File: src/hw/rtl/osa_pkg.sv
package osa_pkg;

  // default sizes of the set
  localparam int DEPTH_DEF  = 64;
  localparam int ADDR_W_DEF = 48;

  // fixed field widths on the channels
  localparam int FUNC_W    = 3;
  localparam int KEY_W     = 48;
  localparam int POS_W     = 6;
  localparam int STATUS_W  = 3;
  localparam int IDX_OUT_W = 6;
  localparam int CNT_OUT_W = 7;

  // command codes
  localparam logic [FUNC_W-1:0] FN_INSERT = 3'd0;
  localparam logic [FUNC_W-1:0] FN_DELETE = 3'd1;
  localparam logic [FUNC_W-1:0] FN_LOOKUP = 3'd2;
  localparam logic [FUNC_W-1:0] FN_READ   = 3'd3;
  localparam logic [FUNC_W-1:0] FN_CLEAR  = 3'd4;

  // status codes
  localparam logic [STATUS_W-1:0] ST_OK       = 3'd0;
  localparam logic [STATUS_W-1:0] ST_DUP      = 3'd1;
  localparam logic [STATUS_W-1:0] ST_NOTFOUND = 3'd2;
  localparam logic [STATUS_W-1:0] ST_FULL     = 3'd3;
  localparam logic [STATUS_W-1:0] ST_RANGE    = 3'd4;

  // one result
  typedef struct packed {
    logic [STATUS_W-1:0]  status;
    logic [IDX_OUT_W-1:0] match_index;
    logic [KEY_W-1:0]     read_address;
    logic [CNT_OUT_W-1:0] entry_count;
  } res_t;

  // result handed from the sequencer to the output stage
  typedef struct packed {
    logic valid;
    res_t res;
  } res_msg_t;

endpackage

File: src/hw/rtl/osa_ifs.sv
// request channel
interface osa_req_if;
  import osa_pkg::*;
  logic              valid;
  logic              ready;
  logic [FUNC_W-1:0] func;
  logic [KEY_W-1:0]  key_address;
  logic [POS_W-1:0]  position;

  modport source(output valid, func, key_address, position, input ready);
  modport sink(input valid, func, key_address, position, output ready);
endinterface

// result channel
interface osa_rsp_if;
  import osa_pkg::*;
  logic                 valid;
  logic                 ready;
  logic [STATUS_W-1:0]  status;
  logic [IDX_OUT_W-1:0] match_index;
  logic [KEY_W-1:0]     read_address;
  logic [CNT_OUT_W-1:0] entry_count;

  modport source(output valid, status, match_index, read_address, entry_count, input ready);
  modport sink(input valid, status, match_index, read_address, entry_count, output ready);
endinterface

File: src/hw/rtl/osa_mem.sv
module osa_mem #(
  parameter int DEPTH = osa_pkg::DEPTH_DEF,
  parameter int WIDTH = osa_pkg::ADDR_W_DEF
) (
  input  logic                     clk,
  input  logic                     we,
  input  logic [$clog2(DEPTH)-1:0] waddr,
  input  logic [WIDTH-1:0]         wdata,
  input  logic [$clog2(DEPTH)-1:0] raddr,
  output logic [WIDTH-1:0]         rdata
);

  logic [WIDTH-1:0] mem [DEPTH];

  // single write port
  always_ff @(posedge clk) begin
    if (we) begin
      mem[waddr] <= wdata;
    end
  end

  // registered read port
  always_ff @(posedge clk) begin
    rdata <= mem[raddr];
  end

endmodule

File: src/hw/rtl/osa_ctrl.sv
module osa_ctrl #(
  parameter int DEPTH      = osa_pkg::DEPTH_DEF,
  parameter int ADDR_WIDTH = osa_pkg::ADDR_W_DEF
) (
  input  logic                     clk,
  input  logic                     rst,
  input  logic                     req_valid,
  output logic                     req_ready,
  input  logic [osa_pkg::FUNC_W-1:0] func,
  input  logic [osa_pkg::KEY_W-1:0]  key_address,
  input  logic [osa_pkg::POS_W-1:0]  position,
  output osa_pkg::res_msg_t        res,
  input  logic                     res_take
);
  import osa_pkg::*;

  localparam int IDX_W = $clog2(DEPTH);
  localparam int CNT_W = $clog2(DEPTH + 1);
  localparam int CW    = (POS_W > CNT_W) ? POS_W : CNT_W;

  localparam logic [2:0] S_IDLE  = 3'd0;
  localparam logic [2:0] S_SCAN  = 3'd1;
  localparam logic [2:0] S_SHIFT = 3'd2;
  localparam logic [2:0] S_READ  = 3'd3;
  localparam logic [2:0] S_DONE  = 3'd4;

  logic [2:0]            state, state_next;
  logic [FUNC_W-1:0]     cmd, cmd_next;
  logic [ADDR_WIDTH-1:0] key, key_next;
  logic [IDX_W-1:0]      pos_idx, pos_idx_next;
  logic [IDX_W-1:0]      scan, scan_next;
  logic [IDX_W-1:0]      hit, hit_next;
  logic [CNT_W-1:0]      cnt, cnt_next;
  res_t                  res_q;

  logic                  we;
  logic [IDX_W-1:0]      waddr;
  logic [ADDR_WIDTH-1:0] wdata;
  logic [IDX_W-1:0]      raddr;
  logic [ADDR_WIDTH-1:0] rdata;

  logic                  fin;
  logic [STATUS_W-1:0]   fin_status;
  logic [IDX_W-1:0]      fin_idx;
  logic [ADDR_WIDTH-1:0] fin_raddr;

  logic [ADDR_WIDTH-1:0] key_in;
  logic                  pos_ok;
  logic                  match;
  logic                  full;
  logic [CNT_W-1:0]      scan_n1;
  logic [CNT_W-1:0]      scan_n2;

  // entry storage
  osa_mem #(
    .DEPTH(DEPTH),
    .WIDTH(ADDR_WIDTH)
  ) u_mem (
    .clk  (clk),
    .we   (we),
    .waddr(waddr),
    .wdata(wdata),
    .raddr(raddr),
    .rdata(rdata)
  );

  // shared compare and index arithmetic
  assign key_in  = ADDR_WIDTH'(key_address);
  assign pos_ok  = CW'(position) < CW'(cnt);
  assign match   = (rdata == key);
  assign full    = (cnt == CNT_W'(DEPTH));
  assign scan_n1 = CNT_W'(scan) + CNT_W'(1);
  assign scan_n2 = CNT_W'(scan) + CNT_W'(2);

  // sequencer
  always_comb begin
    state_next   = state;
    cmd_next     = cmd;
    key_next     = key;
    pos_idx_next = pos_idx;
    scan_next    = scan;
    hit_next     = hit;
    cnt_next     = cnt;
    we           = 1'b0;
    waddr        = IDX_W'(cnt);
    wdata        = key;
    raddr        = '0;
    fin          = 1'b0;
    fin_status   = ST_OK;
    fin_idx      = '0;
    fin_raddr    = '0;

    unique case (state)
      S_IDLE: begin
        if (req_valid) begin
          cmd_next = func;
          key_next = key_in;
          unique case (func)
            FN_INSERT, FN_DELETE, FN_LOOKUP: begin
              if (cnt != '0) begin
                raddr      = '0;
                scan_next  = '0;
                state_next = S_SCAN;
              end else begin
                fin = 1'b1;
                if (func == FN_INSERT) begin
                  // empty set: append at the first entry
                  we       = 1'b1;
                  waddr    = '0;
                  wdata    = key_in;
                  cnt_next = CNT_W'(1);
                end else begin
                  fin_status = ST_NOTFOUND;
                end
              end
            end
            FN_READ: begin
              if (pos_ok) begin
                raddr        = IDX_W'(position);
                pos_idx_next = IDX_W'(position);
                state_next   = S_READ;
              end else begin
                fin        = 1'b1;
                fin_status = ST_RANGE;
              end
            end
            FN_CLEAR: begin
              fin      = 1'b1;
              cnt_next = '0;
            end
            default: begin
              fin = 1'b1;
            end
          endcase
        end
      end

      S_SCAN: begin
        if (match) begin
          unique case (cmd)
            FN_INSERT: begin
              fin        = 1'b1;
              fin_status = ST_DUP;
              fin_idx    = scan;
            end
            FN_DELETE: begin
              hit_next = scan;
              if (scan_n1 < cnt) begin
                // start closing the gap
                raddr      = IDX_W'(scan_n1);
                state_next = S_SHIFT;
              end else begin
                fin      = 1'b1;
                fin_idx  = scan;
                cnt_next = cnt - CNT_W'(1);
              end
            end
            default: begin
              fin     = 1'b1;
              fin_idx = scan;
            end
          endcase
        end else if (scan_n1 < cnt) begin
          raddr     = IDX_W'(scan_n1);
          scan_next = IDX_W'(scan_n1);
        end else begin
          // no match among the valid entries
          fin = 1'b1;
          if (cmd == FN_INSERT) begin
            if (full) begin
              fin_status = ST_FULL;
            end else begin
              we       = 1'b1;
              waddr    = IDX_W'(cnt);
              wdata    = key;
              fin_idx  = IDX_W'(cnt);
              cnt_next = cnt + CNT_W'(1);
            end
          end else begin
            fin_status = ST_NOTFOUND;
          end
        end
      end

      S_SHIFT: begin
        // move the entry above down by one place
        we    = 1'b1;
        waddr = scan;
        wdata = rdata;
        if (scan_n2 < cnt) begin
          raddr     = IDX_W'(scan_n2);
          scan_next = IDX_W'(scan_n1);
        end else begin
          fin      = 1'b1;
          fin_idx  = hit;
          cnt_next = cnt - CNT_W'(1);
        end
      end

      S_READ: begin
        fin       = 1'b1;
        fin_idx   = pos_idx;
        fin_raddr = rdata;
      end

      S_DONE: begin
        if (res_take) begin
          state_next = S_IDLE;
        end
      end

      default: begin
        state_next = S_IDLE;
      end
    endcase

    if (fin) begin
      state_next = S_DONE;
    end
  end

  // control registers
  always_ff @(posedge clk) begin
    if (rst) begin
      state <= S_IDLE;
      cnt   <= '0;
    end else begin
      state <= state_next;
      cnt   <= cnt_next;
    end
  end

  // working registers
  always_ff @(posedge clk) begin
    cmd     <= cmd_next;
    key     <= key_next;
    pos_idx <= pos_idx_next;
    scan    <= scan_next;
    hit     <= hit_next;
  end

  // result register
  always_ff @(posedge clk) begin
    if (fin) begin
      res_q.status       <= fin_status;
      res_q.match_index  <= IDX_OUT_W'(fin_idx);
      res_q.read_address <= KEY_W'(fin_raddr);
      res_q.entry_count  <= CNT_OUT_W'(cnt_next);
    end
  end

  assign req_ready = (state == S_IDLE);
  assign res.valid = (state == S_DONE);
  assign res.res   = res_q;

`ifndef ASSERT_OFF
  a_cnt_bound: assert property (@(posedge clk) disable iff (rst)
    cnt <= CNT_W'(DEPTH))
    else $error("entry count above depth");

  a_scan_in_range: assert property (@(posedge clk) disable iff (rst)
    (state == S_SCAN) |-> (CNT_W'(scan) < cnt))
    else $error("scan index past valid entries");

  a_shift_delete: assert property (@(posedge clk) disable iff (rst)
    (state == S_SHIFT) |-> (cmd == FN_DELETE && scan_n1 < cnt))
    else $error("shift outside a delete");

  a_clear_empties: assert property (@(posedge clk) disable iff (rst)
    (state == S_IDLE && req_valid && func == FN_CLEAR) |=> (cnt == '0))
    else $error("clear left entries");

  a_done_count: assert property (@(posedge clk) disable iff (rst)
    (state == S_DONE) |-> (res_q.entry_count == CNT_OUT_W'(cnt)))
    else $error("reported count differs from held count");
`endif

endmodule

File: src/hw/rtl/ordered_address_set.sv
// Ordered address set: holds up to DEPTH distinct addresses in insertion order and
// answers insert, delete, lookup, read-by-index and clear requests, one result per
// request. Entries sit in a single-port-write, single-port-read memory that one
// comparator walks one entry per cycle, so the block takes one request at a time.
// Clear, unused codes, out-of-range reads and any request on an empty set finish
// straight from idle; an in-range read first reads the entry at that position.
// Insert, delete and lookup compare entries in order up to the match, or the whole
// count on a miss, and a delete then moves each later entry down one place to
// close the gap. The result sits in an output register, so the next request is
// taken while a finished result waits. The memory needs no clearing after reset.
module ordered_address_set #(
  parameter int DEPTH      = osa_pkg::DEPTH_DEF,
  parameter int ADDR_WIDTH = osa_pkg::ADDR_W_DEF
) (
  input logic         clk,
  input logic         rst,
  osa_req_if.sink     req,
  osa_rsp_if.source   rsp
);
  import osa_pkg::*;

  res_msg_t res;
  logic     take;
  logic     out_valid;
  res_t     out_res;

  // sequencer with entry storage
  osa_ctrl #(
    .DEPTH     (DEPTH),
    .ADDR_WIDTH(ADDR_WIDTH)
  ) u_ctrl (
    .clk        (clk),
    .rst        (rst),
    .req_valid  (req.valid),
    .req_ready  (req.ready),
    .func       (req.func),
    .key_address(req.key_address),
    .position   (req.position),
    .res        (res),
    .res_take   (take)
  );

  // output slot is free when empty or being drained
  assign take = !out_valid || rsp.ready;

  // output valid
  always_ff @(posedge clk) begin
    if (rst) begin
      out_valid <= 1'b0;
    end else if (res.valid && take) begin
      out_valid <= 1'b1;
    end else if (rsp.ready) begin
      out_valid <= 1'b0;
    end
  end

  // output payload
  always_ff @(posedge clk) begin
    if (res.valid && take) begin
      out_res <= res.res;
    end
  end

  assign rsp.valid        = out_valid;
  assign rsp.status       = out_res.status;
  assign rsp.match_index  = out_res.match_index;
  assign rsp.read_address = out_res.read_address;
  assign rsp.entry_count  = out_res.entry_count;

endmodule
File: src/flat_wrapper.sv
// flat-port wrapper written by rule: the top's interface ports become plain ports
module ordered_address_set_flat import osa_pkg::*;
#(
  parameter int DEPTH      = osa_pkg::DEPTH_DEF,
  parameter int ADDR_WIDTH = osa_pkg::ADDR_W_DEF
)
  (clk, rst, req_valid, req_func, req_key_address, req_position, req_ready, rsp_valid, rsp_status, rsp_match_index, rsp_read_address, rsp_entry_count, rsp_ready);
  osa_req_if req_i ();
  osa_rsp_if rsp_i ();
  input logic clk;
  input logic rst;
  input wire logic [$bits(req_i.valid)-1:0] req_valid;
  input wire logic [$bits(req_i.func)-1:0] req_func;
  input wire logic [$bits(req_i.key_address)-1:0] req_key_address;
  input wire logic [$bits(req_i.position)-1:0] req_position;
  output wire logic [$bits(req_i.ready)-1:0] req_ready;
  output wire logic [$bits(rsp_i.valid)-1:0] rsp_valid;
  output wire logic [$bits(rsp_i.status)-1:0] rsp_status;
  output wire logic [$bits(rsp_i.match_index)-1:0] rsp_match_index;
  output wire logic [$bits(rsp_i.read_address)-1:0] rsp_read_address;
  output wire logic [$bits(rsp_i.entry_count)-1:0] rsp_entry_count;
  input wire logic [$bits(rsp_i.ready)-1:0] rsp_ready;
  assign req_i.valid = req_valid;
  assign req_i.func = req_func;
  assign req_i.key_address = req_key_address;
  assign req_i.position = req_position;
  assign req_ready = req_i.ready;
  assign rsp_valid = rsp_i.valid;
  assign rsp_status = rsp_i.status;
  assign rsp_match_index = rsp_i.match_index;
  assign rsp_read_address = rsp_i.read_address;
  assign rsp_entry_count = rsp_i.entry_count;
  assign rsp_i.ready = rsp_ready;
  ordered_address_set #(.DEPTH(DEPTH), .ADDR_WIDTH(ADDR_WIDTH)) u_core (.clk(clk), .rst(rst), .req(req_i), .rsp(rsp_i));
endmodule
File: config.mk
export PLATFORM = sky130hd
export DESIGN_NAME = ordered_address_set_flat
export DESIGN_NICKNAME = d
export VERILOG_FILES = /design/src/hw/rtl/osa_pkg.sv /design/src/hw/rtl/osa_ifs.sv /design/src/hw/rtl/osa_mem.sv /design/src/hw/rtl/osa_ctrl.sv /design/src/hw/rtl/ordered_address_set.sv /design/src/flat_wrapper.sv
export SDC_FILE = /design/constraint.sdc
export NUM_CORES = 2
export LEC_CHECK = 0
export ABC_AREA = 0
export BUFFER_PORTS_ARGS = -buffer_cell sky130_fd_sc_hd__buf_4
export CAP_MARGIN = 20
export CELL_PAD_IN_SITES_DETAIL_PLACEMENT = 1
export CELL_PAD_IN_SITES_GLOBAL_PLACEMENT = 1
export CORE_MARGIN = 5
export CORE_UTILIZATION = 56
export CTS_BUF_LIST = sky130_fd_sc_hd__clkbuf_8
export DETAILED_ROUTE_END_ITERATION = 8
export HOLD_SLACK_MARGIN = 0.08
export MAX_ROUTING_LAYER = met4
export PLACE_DENSITY = 0.8
export SYNTH_ARGS = -nofsm -noshare
export SYNTH_HDL_FRONTEND = slang
export SYNTH_SLANG_ARGS = --single-unit
File: constraint.sdc
create_clock -name clk -period 6.5 [get_ports clk]
set_input_delay 0.65 -clock clk [delete_from_list [all_inputs] [get_ports clk]]
set_output_delay 0.65 -clock clk [all_outputs]
set_load 0.05 [all_outputs]
==> out/results.ini <==
[run_status]
status = finished with violations
failing_checks = design-rule violations

[grt]
globalRouteOverflowTotal = 0
global_route.usage.total = 0.4214
grt_pass1_vias = 93000
grt_start_max_net_pins = 104
wire_length_of_the_first_global_routing_pass_um = 702000
grt_antenna_before_repair = 36

[sta]
relSlewSlack = 0.1093
finalSetupViolCount = 0
layout_worst_path_cycle_share = 0.9754
worst_case_clock_skew_ns = 0.1280
rsz0062_at_grt = false
setup_tns_ns = 0
slew_violations = 0
max_clock_freq_mhz = 157.7
hold_viol_final = 0
max_slew.worst_pin.slew_ns = 1.331
final_period_minus_worst_setup_slack_ns = 6.340

[finish]
final-seq-area_um2 = 99350
layout-area-overhead-vs-synth_pct = 14.72
multi_input_comb_area_um2 = 29390
instances_no_fill = 12620
design.final.nets = 9208
final_layout_size_suffix_gt1_frac = 0.1648
fin_area_um2 = 149700
num-fill-cells = 20600
utilization_after_layout = 0.6444

[setup_path]
timing.rr.start = u_core.u_ctrl.scan[1]
endpoint = u_core.u_ctrl.u_mem.rdata[12]
startpoint_type = flip-flop
worstSetupStartpoint = u_core.u_ctrl.scan[1]
r2r_cells = 15
setup.reg_to_reg.worst_slack_ns = 0.16
endpoint_arrival_time_on_the_critical_path_ns = 7.31
reg_to_reg_end = u_core.u_ctrl.u_mem.rdata[12]
worstPathRequired_ns = 7.47
timing.setup.critical_path_class = reg -> reg
crit_fanout = 41
endpoint_kind = flip-flop

[place]
finalWeightedCongestion = 0.9454
place.port_buffers = 126
dp_hpwl_um = 287700
detailed_place.area_um2 = 139100
cell_count_after_placement = 11550

[detailed_routing]
first_pass_iters = 9
detail_route.drc_violations = 12
via_count = 91240
wl_per_cell_um = 40.10
wirelength_um = 506200
post_drt_via_cell_ratio = 7.228
ant_nets = 0
drt_iter0_markers = 14780

[clock_network]
cts_num_sinks = 3328
post-cts-setup-buffers = 0
clock_tree.buffer_depth = 4
clock_tree.root_cell = clkbuf_8
cts_made_buffers = 550
cts.clk_slew.worst_paths_ns = 0.06
cts_htree_levels = 6
clkLatencyLatePin_ns = 1.16
cts_tree = done

[synthesis]
synthFlopType = edfxtp_1
seq_cells_post_synth = 3328
synth_edf_count = 3269
post-synth-top-count-cell = edfxtp_1
synthesis.nets = 8514
synth_common_cells = edfxtp_1 (3269), nand2_1 (1512), a21oi_1 (582), mux2i_1 (436), nand3_1 (266)
syn-instance-count = 8431
synth_async_sr_flop_share = 0
synth_top_area_frac = 0.7522
post_synth_instance_area_um2 = 130500
synth.area.top_cells = edfxtp_1 (75%), nand2_1 (4.3%), mux2i_1 (3.3%)
synth_top_area_cell = edfxtp_1
synth.avg_cell_area_um2 = 15.48
synth-warning-count = 0
synth-seq-area-share = 0.7613
synth_cell_types = 83

[power]
power_leakage_uw = 0.05210
internal_power_uw = 35280
power.density_cell_area_nw_per_um2 = 328.0
switching_share = 0.2816
power_uw = 49100
pwr-share-clk = 0.352
power_switching_uw = 13830
vdd.ir_drop.worst_v = 0.0002380
seq_power_share = 0.528
p_comb_frac = 0.120

[die]
io-pin-count = 127
die_h_um = 492.7
initial_util = 0.5617
row_count = 177
die_x_um = 492.7
floorplan.core_area_um2 = 232300
dieArea_um2 = 242800

[run]
cap_violations = 0

[worst_hold_path]
worst_hold_path_type = in -> reg

## power by group through the flow
stage                     Sequential (µW)  Clock, µW  Combinational (µW)
after floorplan                     26500          0                2610
after global placement              26300          0                5110
after detailed placement            26300          0                5450
after CTS                           25800      17100                5550
after global routing                25900      18400                6000
final                               25900      17300                5910
## what timing repair did
item	in CTS	in global routing
resized for setup	0	1
endpoints found under the setup margin	0	1
hold buffers	59	0
endpoints found under the hold margin	69	0
## how the worst min path moves through the flow
stage | from | to | slack (ns) | cells past startpoint
final | req_valid | u_core.u_ctrl.cnt[0] | 0.25 | 6
after global routing | req_valid | u_core.u_ctrl.res[63] | 0.25 | 4
after CTS | req_valid | u_core.u_ctrl.cnt[0] | 0.18 | 6
after detailed placement | u_core.u_ctrl.res[55] | u_core.rsp.match_index[0] | 0.41 | 0
after global placement | u_core.u_ctrl.res[62] | u_core.rsp.status[1] | 0.40 | 0
after floorplan | u_core.u_ctrl.res[0] | u_core.rsp.entry_count[0] | 0.40 | 0
## worst max-delay path: stages, from the launching register on
cell and delay (ns):
edfxtp_1 0.56, ha_1 0.29, xor2_1 0.30, ha_1 0.31
a21o_1 0.16, a31oi_1 0.24, o21a_1 0.24, o21a_1 0.61
a31o_4 0.91, buf_12 0.37, buf_4 0.28, nand2_1 0.08
a32oi_1 0.43, o2111ai_1 0.34, o21ai_0 0.35, a21o_1 0.56
## metal layers
| metal | track usage | vias up | wire, µm |
|---|---|---|---|
| li1 | - | 34330 | - |
| met1 | 0.4953 | 45360 | 162000 |
| met2 | 0.6096 | 8915 | 224700 |
| met3 | 0.1514 | 2635 | 75610 |
| met4 | 0.2885 | 0 | 43840 |
| met5 | - | - | 0 |
## cell type report
cell class / count / area share
clock buffer: 575 / 0.05286
inverter: 61 / 0.001529
timing repair buffer: 677 / 0.04725
antenna: 62 / 0.001036
tap: 3043 / 0.02543
clock inverter: 369 / 0.01191
multi-input combinational: 4507 / 0.1963
sequential: 3328 / 0.6636
## sequential cells by signal (all words and copies together) (netlist names)
register,cells
u_core.u_ctrl.u_mem.rdata,48
u_core.u_ctrl.state,3
u_core.u_ctrl.cmd,3
u_core.u_ctrl.hit,6
u_core.rsp.valid,1
u_core.rsp.read_address,48
u_core.u_ctrl.res,64
u_core.u_ctrl.u_mem.mem,3072
u_core.rsp.entry_count,7
u_core.u_ctrl.pos_idx,6
u_core.rsp.match_index,6
u_core.u_ctrl.key,48
u_core.u_ctrl.cnt,7
u_core.rsp.status,3
u_core.u_ctrl.scan,6
## kinds of logic after synthesis
logic type,count (synthesis),synth area share
multiplexers,551,0.05269
AO/OA/AOI/OAI,1651,0.08367
buffers and inverters,596,0.02333
flip-flops,3328,0.7613
AND/OR/NAND/NOR,2225,0.07303
adder cells (fa/ha/maj),22,0.002109
XOR/XNOR,58,0.003893
## cell usage in the layout (no fill, tap or decap), types with 71 or more instances in the layout
cell | netlist | routed
a21oi_1 | 582 | 582
clkinv_1 | 1 | 107
buf_4 | 76 | 463
clkbuf_8 | 0 | 575
nor2_4 | 0 | 73
a22oi_1 | 250 | 250
mux4_2 | 108 | 108
mux2i_1 | 436 | 436
a32oi_1 | 130 | 130
a31oi_1 | 71 | 71
nand2_1 | 1512 | 1509
inv_1 | 60 | 240
edfxtp_1 | 3269 | 3269
nand3_1 | 266 | 263
buf_12 | 0 | 148
o22ai_1 | 195 | 194
## per-stage QoR
stage	setup WS, ns	hold slack (ns)
4_1_cts	0.1533	0.1806
3_3_place_gp	-0.4206	0.4033
5_1_grt	0.1129	0.2537
2_1_floorplan	0.7776	0.4003
6_report	0.1600	0.2545
3_5_place_dp	0.1471	0.4063
Note: power is estimated with default switching activity, not from simulation.
